**src/hw/rtl/ssf_pkg.sv**
```systemverilog
`timescale 1ns / 1ps
// ----------------------------------------------------------------------------
// ssf_pkg
// Shared constants and control types of the shortest-seek-first scheduler.
// ----------------------------------------------------------------------------
package ssf_pkg;

  localparam int MaxRequests = 64;
  localparam int IdxW        = $clog2(MaxRequests);
  localparam int CntW        = $clog2(MaxRequests + 1);
  localparam int CylW        = 16;
  localparam int DistW       = CylW + 1;
  localparam int SumW        = 23;
  localparam int TotalW      = 22;

  // no request found yet: one above any real distance
  localparam logic [DistW-1:0] DistNone = {1'b1, {CylW{1'b0}}};

  typedef struct packed {
    logic shift;
    logic clr_served;
  } ssf_cell_ctrl_t;

  typedef struct packed {
    logic init;
    logic check;
  } ssf_pick_ctrl_t;

endpackage

```
**src/hw/rtl/ssf_cell.sv**
```systemverilog
`timescale 1ns / 1ps
// ----------------------------------------------------------------------------
// ssf_cell
// One slot of the request ring: holds a cylinder and its served mark and
// passes both to its neighbor while the ring rotates.
// ----------------------------------------------------------------------------
module ssf_cell (
  input  logic                    clk_i,
  input  logic                    rst_ni,
  input  ssf_pkg::ssf_cell_ctrl_t ctrl_i,
  input  logic                    load_i,
  input  logic [15:0]             load_cyl_i,
  input  logic                    mark_i,
  input  logic [15:0]             nb_cyl_i,
  input  logic                    nb_served_i,
  output logic [15:0]             cyl_o,
  output logic                    served_o
);
  import ssf_pkg::*;

  logic [CylW-1:0] cyl_q, cyl_d;
  logic            served_q, served_d;

  always_comb begin
    cyl_d    = cyl_q;
    served_d = served_q;
    if (ctrl_i.clr_served) begin
      served_d = 1'b0;
    end else if (ctrl_i.shift) begin
      cyl_d    = nb_cyl_i;
      served_d = nb_served_i;
    end else begin
      if (load_i) begin
        cyl_d = load_cyl_i;
      end
      if (mark_i) begin
        served_d = 1'b1;
      end
    end
  end

  always_ff @(posedge clk_i) begin
    cyl_q <= cyl_d;
  end

  always_ff @(posedge clk_i or negedge rst_ni) begin
    if (!rst_ni) begin
      served_q <= 1'b0;
    end else begin
      served_q <= served_d;
    end
  end

  assign cyl_o    = cyl_q;
  assign served_o = served_q;

endmodule

```
**src/hw/rtl/ssf_pick.sv**
```systemverilog
`timescale 1ns / 1ps
// ----------------------------------------------------------------------------
// ssf_pick
// Nearest-request tracker at the ring exit: compares one slot a cycle against
// the current head and keeps the best candidate.
// ----------------------------------------------------------------------------
module ssf_pick (
  input  logic                    clk_i,
  input  logic                    rst_ni,
  input  ssf_pkg::ssf_pick_ctrl_t ctrl_i,
  input  logic [15:0]             head_i,
  input  logic [15:0]             cyl_i,
  input  logic                    served_i,
  input  logic [ssf_pkg::IdxW-1:0] idx_i,
  input  logic [ssf_pkg::CntW-1:0] count_i,
  output logic [15:0]             best_cyl_o,
  output logic [ssf_pkg::DistW-1:0] best_dist_o,
  output logic [ssf_pkg::IdxW-1:0] best_idx_o
);
  import ssf_pkg::*;

  logic [CylW-1:0]  best_cyl_q, best_cyl_d;
  logic [DistW-1:0] best_dist_q, best_dist_d;
  logic [IdxW-1:0]  best_idx_q, best_idx_d;
  logic [CylW-1:0]  seek_dist;
  logic             eligible;

  assign seek_dist = (cyl_i >= head_i) ? (cyl_i - head_i) : (head_i - cyl_i);
  assign eligible  = (CntW'(idx_i) < count_i) && !served_i;

  always_comb begin
    best_cyl_d  = best_cyl_q;
    best_dist_d = best_dist_q;
    best_idx_d  = best_idx_q;
    if (ctrl_i.init) begin
      best_dist_d = DistNone;
      best_idx_d  = '0;
    end else if (ctrl_i.check && eligible && ({1'b0, seek_dist} < best_dist_q)) begin
      // strict compare keeps the lowest index on a tie
      best_cyl_d  = cyl_i;
      best_dist_d = {1'b0, seek_dist};
      best_idx_d  = idx_i;
    end
  end

  always_ff @(posedge clk_i) begin
    best_cyl_q <= best_cyl_d;
  end

  always_ff @(posedge clk_i or negedge rst_ni) begin
    if (!rst_ni) begin
      best_dist_q <= DistNone;
      best_idx_q  <= '0;
    end else begin
      best_dist_q <= best_dist_d;
      best_idx_q  <= best_idx_d;
    end
  end

  assign best_cyl_o  = best_cyl_q;
  assign best_dist_o = best_dist_q;
  assign best_idx_o  = best_idx_q;

endmodule

```
**src/hw/rtl/shortest_seek_first_scheduler_core.sv**
```systemverilog
`timescale 1ns / 1ps
// ----------------------------------------------------------------------------
// shortest_seek_first_scheduler_core
// Collects a batch of request cylinders and emits them in shortest-seek-first
// order with seek distance and running total.
// ----------------------------------------------------------------------------
// channel   | handshake                 | payload
// request   | start, busy               | request_cylinder_i, last_request_i
// result    | result_strobe_o           | served_cylinder_o, seek_distance_o,
//           |                           | total_seek_o, last_served_o, overflow_o
// config    | cfg_valid_i, cfg_ready_o  | cfg_data_i (start head)
//
// a request that is not last is stored and busy stays low
// a last request starts scheduling: each selection rotates the 64-slot ring
// once past one comparator, then commits the nearest unserved request; busy
// stays high until the whole batch is served, and each result is strobed in
// the cycle after its commit
// reset clears the served marks, counters and start head; the receiver
// cannot stall, results come out at their fixed cycle
// ----------------------------------------------------------------------------
module shortest_seek_first_scheduler_core (
  input  logic        clk_i,
  input  logic        rst_ni,
  input  logic        start,
  output logic        busy,
  input  logic [15:0] request_cylinder_i,
  input  logic        last_request_i,
  output logic        result_strobe_o,
  output logic [15:0] served_cylinder_o,
  output logic [15:0] seek_distance_o,
  output logic [21:0] total_seek_o,
  output logic        last_served_o,
  output logic        overflow_o,
  input  logic        cfg_valid_i,
  output logic        cfg_ready_o,
  input  logic [15:0] cfg_data_i
);
  import ssf_pkg::*;

  localparam logic [1:0] ST_IDLE = 2'd0;
  localparam logic [1:0] ST_SCAN = 2'd1;
  localparam logic [1:0] ST_EMIT = 2'd2;

  logic [1:0]      state_q, state_d;
  logic [CylW-1:0] start_head_q, start_head_d;
  logic [CylW-1:0] head_q, head_d;
  logic [CntW-1:0] count_q, count_d;
  logic [CntW-1:0] serve_q, serve_d;
  logic [IdxW-1:0] scan_q, scan_d;
  logic [SumW-1:0] sum_q, sum_d;
  logic            dropped_q, dropped_d;

  logic              strobe_q, strobe_d;
  logic [CylW-1:0]   out_cyl_q, out_cyl_d;
  logic [CylW-1:0]   out_dist_q, out_dist_d;
  logic [TotalW-1:0] out_total_q, out_total_d;
  logic              out_last_q, out_last_d;
  logic              out_ovf_q, out_ovf_d;

  ssf_cell_ctrl_t  cell_ctrl;
  ssf_pick_ctrl_t  pick_ctrl;
  logic            accept;
  logic            store_en;
  logic            final_sel;
  logic [SumW-1:0] sum_next;

  logic [CylW-1:0] cell_cyl    [MaxRequests];
  logic            cell_served [MaxRequests];

  logic [CylW-1:0]  best_cyl;
  logic [DistW-1:0] best_dist;
  logic [IdxW-1:0]  best_idx;

  assign busy        = (state_q != ST_IDLE);
  assign cfg_ready_o = 1'b1;
  assign accept      = start && !busy;
  assign store_en    = accept && (count_q < CntW'(MaxRequests));
  assign final_sel   = ((serve_q + CntW'(1)) == count_q);
  assign sum_next    = sum_q + SumW'(best_dist);

  assign cell_ctrl.shift      = (state_q == ST_SCAN);
  assign cell_ctrl.clr_served = (state_q == ST_EMIT) && final_sel;
  assign pick_ctrl.init       = (state_q == ST_IDLE) || (state_q == ST_EMIT);
  assign pick_ctrl.check      = (state_q == ST_SCAN);

  // ring: slot i takes from slot i+1, slot 0 feeds the comparator
  for (genvar gi = 0; gi < MaxRequests; gi++) begin : g_cell
    localparam int Nb = (gi + 1) % MaxRequests;
    ssf_cell u_cell (
      .clk_i       (clk_i),
      .rst_ni      (rst_ni),
      .ctrl_i      (cell_ctrl),
      .load_i      (store_en && (count_q[IdxW-1:0] == IdxW'(gi))),
      .load_cyl_i  (request_cylinder_i),
      .mark_i      ((state_q == ST_EMIT) && (best_idx == IdxW'(gi))),
      .nb_cyl_i    (cell_cyl[Nb]),
      .nb_served_i (cell_served[Nb]),
      .cyl_o       (cell_cyl[gi]),
      .served_o    (cell_served[gi])
    );
  end

  ssf_pick u_pick (
    .clk_i       (clk_i),
    .rst_ni      (rst_ni),
    .ctrl_i      (pick_ctrl),
    .head_i      (head_q),
    .cyl_i       (cell_cyl[0]),
    .served_i    (cell_served[0]),
    .idx_i       (scan_q),
    .count_i     (count_q),
    .best_cyl_o  (best_cyl),
    .best_dist_o (best_dist),
    .best_idx_o  (best_idx)
  );

  always_comb begin
    state_d      = state_q;
    start_head_d = start_head_q;
    head_d       = head_q;
    count_d      = count_q;
    serve_d      = serve_q;
    scan_d       = scan_q;
    sum_d        = sum_q;
    dropped_d    = dropped_q;
    strobe_d     = 1'b0;
    out_cyl_d    = out_cyl_q;
    out_dist_d   = out_dist_q;
    out_total_d  = out_total_q;
    out_last_d   = out_last_q;
    out_ovf_d    = out_ovf_q;

    if (cfg_valid_i && cfg_ready_o) begin
      start_head_d = cfg_data_i;
    end

    case (state_q)
      ST_IDLE: begin
        if (accept) begin
          if (store_en) begin
            count_d = count_q + CntW'(1);
          end else begin
            dropped_d = 1'b1;
          end
          if (last_request_i) begin
            head_d  = start_head_q;
            serve_d = '0;
            scan_d  = '0;
            state_d = ST_SCAN;
          end
        end
      end
      ST_SCAN: begin
        if (scan_q == IdxW'(MaxRequests - 1)) begin
          scan_d  = '0;
          state_d = ST_EMIT;
        end else begin
          scan_d = scan_q + IdxW'(1);
        end
      end
      ST_EMIT: begin
        strobe_d    = 1'b1;
        out_cyl_d   = best_cyl;
        out_dist_d  = best_dist[CylW-1:0];
        out_total_d = sum_next[TotalW-1:0];
        out_last_d  = final_sel;
        out_ovf_d   = dropped_q;
        head_d      = best_cyl;
        serve_d     = serve_q + CntW'(1);
        if (final_sel) begin
          count_d   = '0;
          sum_d     = '0;
          dropped_d = 1'b0;
          state_d   = ST_IDLE;
        end else begin
          sum_d   = sum_next;
          state_d = ST_SCAN;
        end
      end
      default: begin
        state_d = ST_IDLE;
      end
    endcase
  end

  always_ff @(posedge clk_i or negedge rst_ni) begin
    if (!rst_ni) begin
      state_q      <= ST_IDLE;
      start_head_q <= '0;
      head_q       <= '0;
      count_q      <= '0;
      serve_q      <= '0;
      scan_q       <= '0;
      sum_q        <= '0;
      dropped_q    <= 1'b0;
      strobe_q     <= 1'b0;
    end else begin
      state_q      <= state_d;
      start_head_q <= start_head_d;
      head_q       <= head_d;
      count_q      <= count_d;
      serve_q      <= serve_d;
      scan_q       <= scan_d;
      sum_q        <= sum_d;
      dropped_q    <= dropped_d;
      strobe_q     <= strobe_d;
    end
  end

  always_ff @(posedge clk_i) begin
    out_cyl_q   <= out_cyl_d;
    out_dist_q  <= out_dist_d;
    out_total_q <= out_total_d;
    out_last_q  <= out_last_d;
    out_ovf_q   <= out_ovf_d;
  end

  assign result_strobe_o   = strobe_q;
  assign served_cylinder_o = out_cyl_q;
  assign seek_distance_o   = out_dist_q;
  assign total_seek_o      = out_total_q;
  assign last_served_o     = out_last_q;
  assign overflow_o        = out_ovf_q;

  a_strobe_after_emit : assert property (@(posedge clk_i) disable iff (!rst_ni)
    result_strobe_o |-> $past(state_q == ST_EMIT))
    else $error("result strobe without a committed selection");

  a_ring_aligned : assert property (@(posedge clk_i) disable iff (!rst_ni)
    (state_q == ST_EMIT) |-> (scan_q == '0))
    else $error("selection committed with the ring out of alignment");

  a_found_request : assert property (@(posedge clk_i) disable iff (!rst_ni)
    (state_q == ST_EMIT) |-> (best_dist != DistNone))
    else $error("selection pass found no unserved request");

  a_batch_nonempty : assert property (@(posedge clk_i) disable iff (!rst_ni)
    (state_q != ST_IDLE) |-> ((count_q != '0) && (serve_q < count_q)))
    else $error("scheduling with no request left to serve");

endmodule
```
**config.mk**
```make
export PLATFORM = sky130hd
export DESIGN_NAME = shortest_seek_first_scheduler_core
export DESIGN_NICKNAME = d
export VERILOG_FILES = /design/src/hw/rtl/ssf_pkg.sv /design/src/hw/rtl/ssf_cell.sv /design/src/hw/rtl/ssf_pick.sv /design/src/hw/rtl/shortest_seek_first_scheduler_core.sv
export SDC_FILE = /design/constraint.sdc
export NUM_CORES = 2
export LEC_CHECK = 0
export BUFFER_PORTS_ARGS = -buffer_cell sky130_fd_sc_hd__buf_2
export CORE_UTILIZATION = 40
export CTS_BUF_LIST = sky130_fd_sc_hd__clkbuf_8
export DETAILED_ROUTE_END_ITERATION = 16
export MAX_ROUTING_LAYER = met4
export PLACE_DENSITY = 0.58
export SLEW_MARGIN = 10
export SYNTH_ARGS = -nofsm -noshare
export SYNTH_HDL_FRONTEND = slang
export SYNTH_HIERARCHICAL = 1
export SYNTH_SLANG_ARGS = --single-unit
```
**constraint.sdc**
```tcl
create_clock -name clk_i -period 6.7 [get_ports clk_i]
set_input_delay 1.005 -clock clk_i [delete_from_list [all_inputs] [get_ports clk_i]]
set_output_delay 1.005 -clock clk_i [all_outputs]
set_load 0.005 [all_outputs]
```
==> metrics.md <==
| Metric | Value |
|---|---|
| Htree depth | `4` |
| Net Sw Power | `roughly 3300 uW` |
| Die X | `between 300 and 400 um` |
| Area Overhead vs Synth | `9.11%` |
| Multiplexer area fraction after synthesis | `0.229` |
| Flops & latches, synth | `around 1300` |
| Synth Area in Compound Gates | `0.0274` |
| Post-synth top flop | `edfxtp_1` |
| Syn. warnings | `6` |
| Via count | `about 30000` |
| P_leak | `between 0.02 and 0.03 uW` |
| HPWL Detailed | `slightly below 70000 um` |
| RSZ-0062 raised after global routing | `no` |
| Syn_nets | `between 3000 and 4000` |
| Final Max Tran Viols | `0` |
| TritonCTS clock tree | `done` |
| DRT Wirelength | `roughly 120000 um` |
| R2r setup slk | `0.99 ns` |
| Worst slew pin tran | `1.11 ns` |
| Vias in the first global route | `32064` |
| TNS Setup | `0 ns` |
| FF-to-FF End | `u_pick/best_cyl_o[12]$_DFFE_PP_` |
| Min Tclk post-route | `about 5.7 ns` |
| Nets | `4009` |
| Die ar. | `152000 um^2` |
| Num CTS Buffers | `roughly 210` |
| Drt via density | `roughly 5.1` |
| Row cnt | `141` |
| Synth top area cells | `edfxtp_1 (55%), mux2_4 (11%), mux2_2 (11%)` |
| GRT Total Usage | `0.163` |
| Relative slew slack | `0.260` |
| Routability cong. | `around 0.84` |
| Initial core utilization | `0.405` |
| Power Total | `around 15000 uW` |
| Post-Synth XOR/XNOR Area | `0.00755` |
| DRC Markers | `0` |
| Combinational group share of total power | `0.013` |
| Post-CTS setup buffers | `0` |
| Post-synth top area cell | `edfxtp_1` |
| Syn_area_per_cell | `~16 um^2` |
| Worst setup path startpoint | `g_cell[0].u_cell/cyl_o[8]$_DFFE_PP_` |
| Crit Path Category | `reg -> reg` |
| Post-Synth Simple-Gate Area | `0.0618` |
| First-pass GRT wire length | `between 150000 and 200000 um` |
| Post-synth ARST share | `0.131` |
| P_int | `around 12000 uW` |
| Synth Instances | `between 3000 and 4000` |
| Chip height | `roughly 390 um` |
| Part of the power in registers | `0.561` |
| Synth cell types | `between 80 and 90` |
| Core area | `149000 um^2` |
| Mapped Area | `approximately 60000 um^2` |
| Post-cts sizing count | `0` |
| Worst Hold Class | `in -> async` |
| Max IR drop VDD | `between 0.15 and 0.2 mV` |
| CTS Hold Bufs | `0` |
| Share of cells above drive strength 1 | `0.392` |
| Top cell type's share of synthesized area | `0.547` |
| Final setup vio count | `0` |
| Clk root buf | `clkbuf_8` |
| Max-Cap Viols | `0` |
| Largest family of logic cells by synthesized area | `multiplexers` |
| Clk sink count | `between 1000 and 1500` |
| Crit path DAT | `6.27 ns` |
| Commonest non-fill, non-tap cell in the layout | `edfxtp_1` |
| Switching share of power | `0.218` |
| Worst r2r path cells | `14` |
| Status | `finished, final reports clean` |
| Top Ports | `between 90 and 100` |
| PD cells | `around 230 nW/um^2` |
| Critical path data required time | `a little over 7 ns` |
| Number of flops mapped to enable cells by yosys | `~1100` |
| IO Port Bufs | `94` |
| Largest fanout on the critical path | `10` |
| Final hold vios | `0` |
| CP endpoint kind | `register` |
| Highest Clock Rate | `175 MHz` |
| Commonest cells after routing, fill and taps aside | `edfxtp_1 (1096), mux2_2 (593), mux2_4 (448)` |
| DR iter-0 viols | `about 1800` |
| Total grt overflow | `0` |
| Worst setup path endpoint | `u_pick/best_cyl_o[12]$_DFFE_PP_` |
| Initial antenna violation count | `3` |
| Clock power share | `0.427` |
| Clock Latency Late Sink | `just under 0.9 ns` |
| Final Skew | `between 0.05 and 0.06 ns` |
| Post-DP Area | `roughly 62000 um^2` |
| Design area | `65700 um^2` |
| Routed wire per std cell | `between 15 and 20 um` |
| Reg-to-Reg Start | `g_cell[0].u_cell/cyl_o[8]$_DFFE_PP_` |
| Element type at the critical path start | `register` |
| Clk buf depth | `3` |
| Post-Synth Adder-Cell Area | `0.0164` |
| Clk slew on worst S/H paths | `roughly 0.060 ns` |
| DP Cell Count | `about 5700` |
| DRT antenna net count | `0` |
| Post-route insts no fill | `slightly above 6000` |
| Pin count of the biggest net entering global routing | `156` |
| Period utilization | `0.853` |
| TritonRoute pass-1 iters | `5` |
| WHS | `about 0.18 ns` |
| Sequential share of the synthesized area | `0.615` |
-- power by group through the flow --
| stage | logic, uW | registers [uW] | clock network (uW) |
|---|---|---|---|
| finish | 188 | 8440 | 6420 |
| global route | 210 | 8440 | 6990 |
| CTS | 199 | 8440 | 6670 |
| detailed placement | 199 | 8600 | 0 |
| global placement | 198 | 8600 | 0 |
| floorplan | 28.6 | 8600 | 0 |
-- sequential cells by signal (all words and copies together) (netlist names) --
name and cells:
count_q 7, dropped_q 1, g_cell.u_cell/cyl_o 1024, g_cell.u_cell/served_o 64, head_q 16, last_served_o 1
overflow_o 1, result_strobe_o 1, scan_q 6, seek_distance_o 16, serve_q 7, served_cylinder_o 16
start_head_q 16, state_q 2, sum_q 22, total_seek_o 22, u_pick/best_cyl_o 16, u_pick/best_dist_o 17
u_pick/best_idx_o 6
-- cell usage after synthesis (all sizes together), types with 7 or more instances --
library cell  number
and2               9
mux2i             38
a31oi              7
o211ai            10
nand4              9
a21oi             67
nor2             314
nor3             131
buf              152
dfrtp            164
a21o              18
xnor2             27
mux2            1041
a22o              14
edfxtp          1096
nand2b             9
nand3             36
o21a              18
nor2b             78
clkbuf            28
o21ai             63
xor2              24
ha                74
inv               75
nand2             99
-- per-stage QoR --
step,util,setup WS [ns]
5_1_grt,0.442,0.663
3_5_place_dp,0.415,0.957
6_report,0.442,0.986
4_1_cts,0.442,0.912
3_3_place_gp,0.415,0.997
2_1_floorplan,-,1.95
-- worst min-delay path by stage --
stage | start | end | slack (ns)
finish | rst_ni | start_head_q[7]$_DFFE_PN0P_ | 0.18
global route | rst_ni | start_head_q[7]$_DFFE_PN0P_ | 0.16
floorplan | u_pick/best_cyl_o[0]$_DFFE_PP_ | served_cylinder_o[0]$_DFFE_PP_ | 0.43
global placement | dropped_q$_DFFE_PN0P_ | overflow_o$_DFFE_PP_ | 0.45
CTS | rst_ni | head_q[3]$_DFFE_PN0P_ | 0.10
detailed placement | u_pick/best_cyl_o[7]$_DFFE_PP_ | served_cylinder_o[7]$_DFFE_PP_ | 0.45
-- final cells by class --
| type | count | area [um^2] |
|---|---|---|
| diodes | 4 | 10.0 |
| clock buffers | 225 | 3100 |
| clock inverters | 164 | 871 |
| fillers | 13328 | 82900 |
| inverters | 76 | 295 |
| multi-input cells | 2156 | 20600 |
| flip-flops and latches | 1261 | 37000 |
| well taps | 2002 | 2500 |
| repair buffers | 188 | 1260 |
-- layer usage --
metal | wire length [um] | track usage | part of all wire
met1 | 57600 | 0.225 | 0.48
met2 | 55400 | 0.246 | 0.46
met3 | 4350 | 0.0291 | 0.036
met4 | 2770 | 0.0498 | 0.023
met5 | 0 | - | 0
-- kinds of logic after synthesis --
kind of cell    Yosys count
compound gates          242
xor+xnor                 51
fa+ha+maj                77
buf+inv                 256
flops                  1261
mux                    1079
other cells               1
simple gates            706
-- critical path: stages (launching register included) --
cell and delay, ns:
edfxtp_1 0.49, ha_1 0.54, nand2_1 0.22, a2111oi_4 0.38, a221oi_2 0.12, o21ai_2 0.54, mux2i_1 0.29, xnor2_1 0.20
ha_1 0.32, a2111oi_0 0.38, o21ai_0 0.22, o21ai_0 0.35, nand3_1 0.16, nor2_1 0.81, buf_4 0.36
Note: power is estimated with default switching activity, not from simulation.
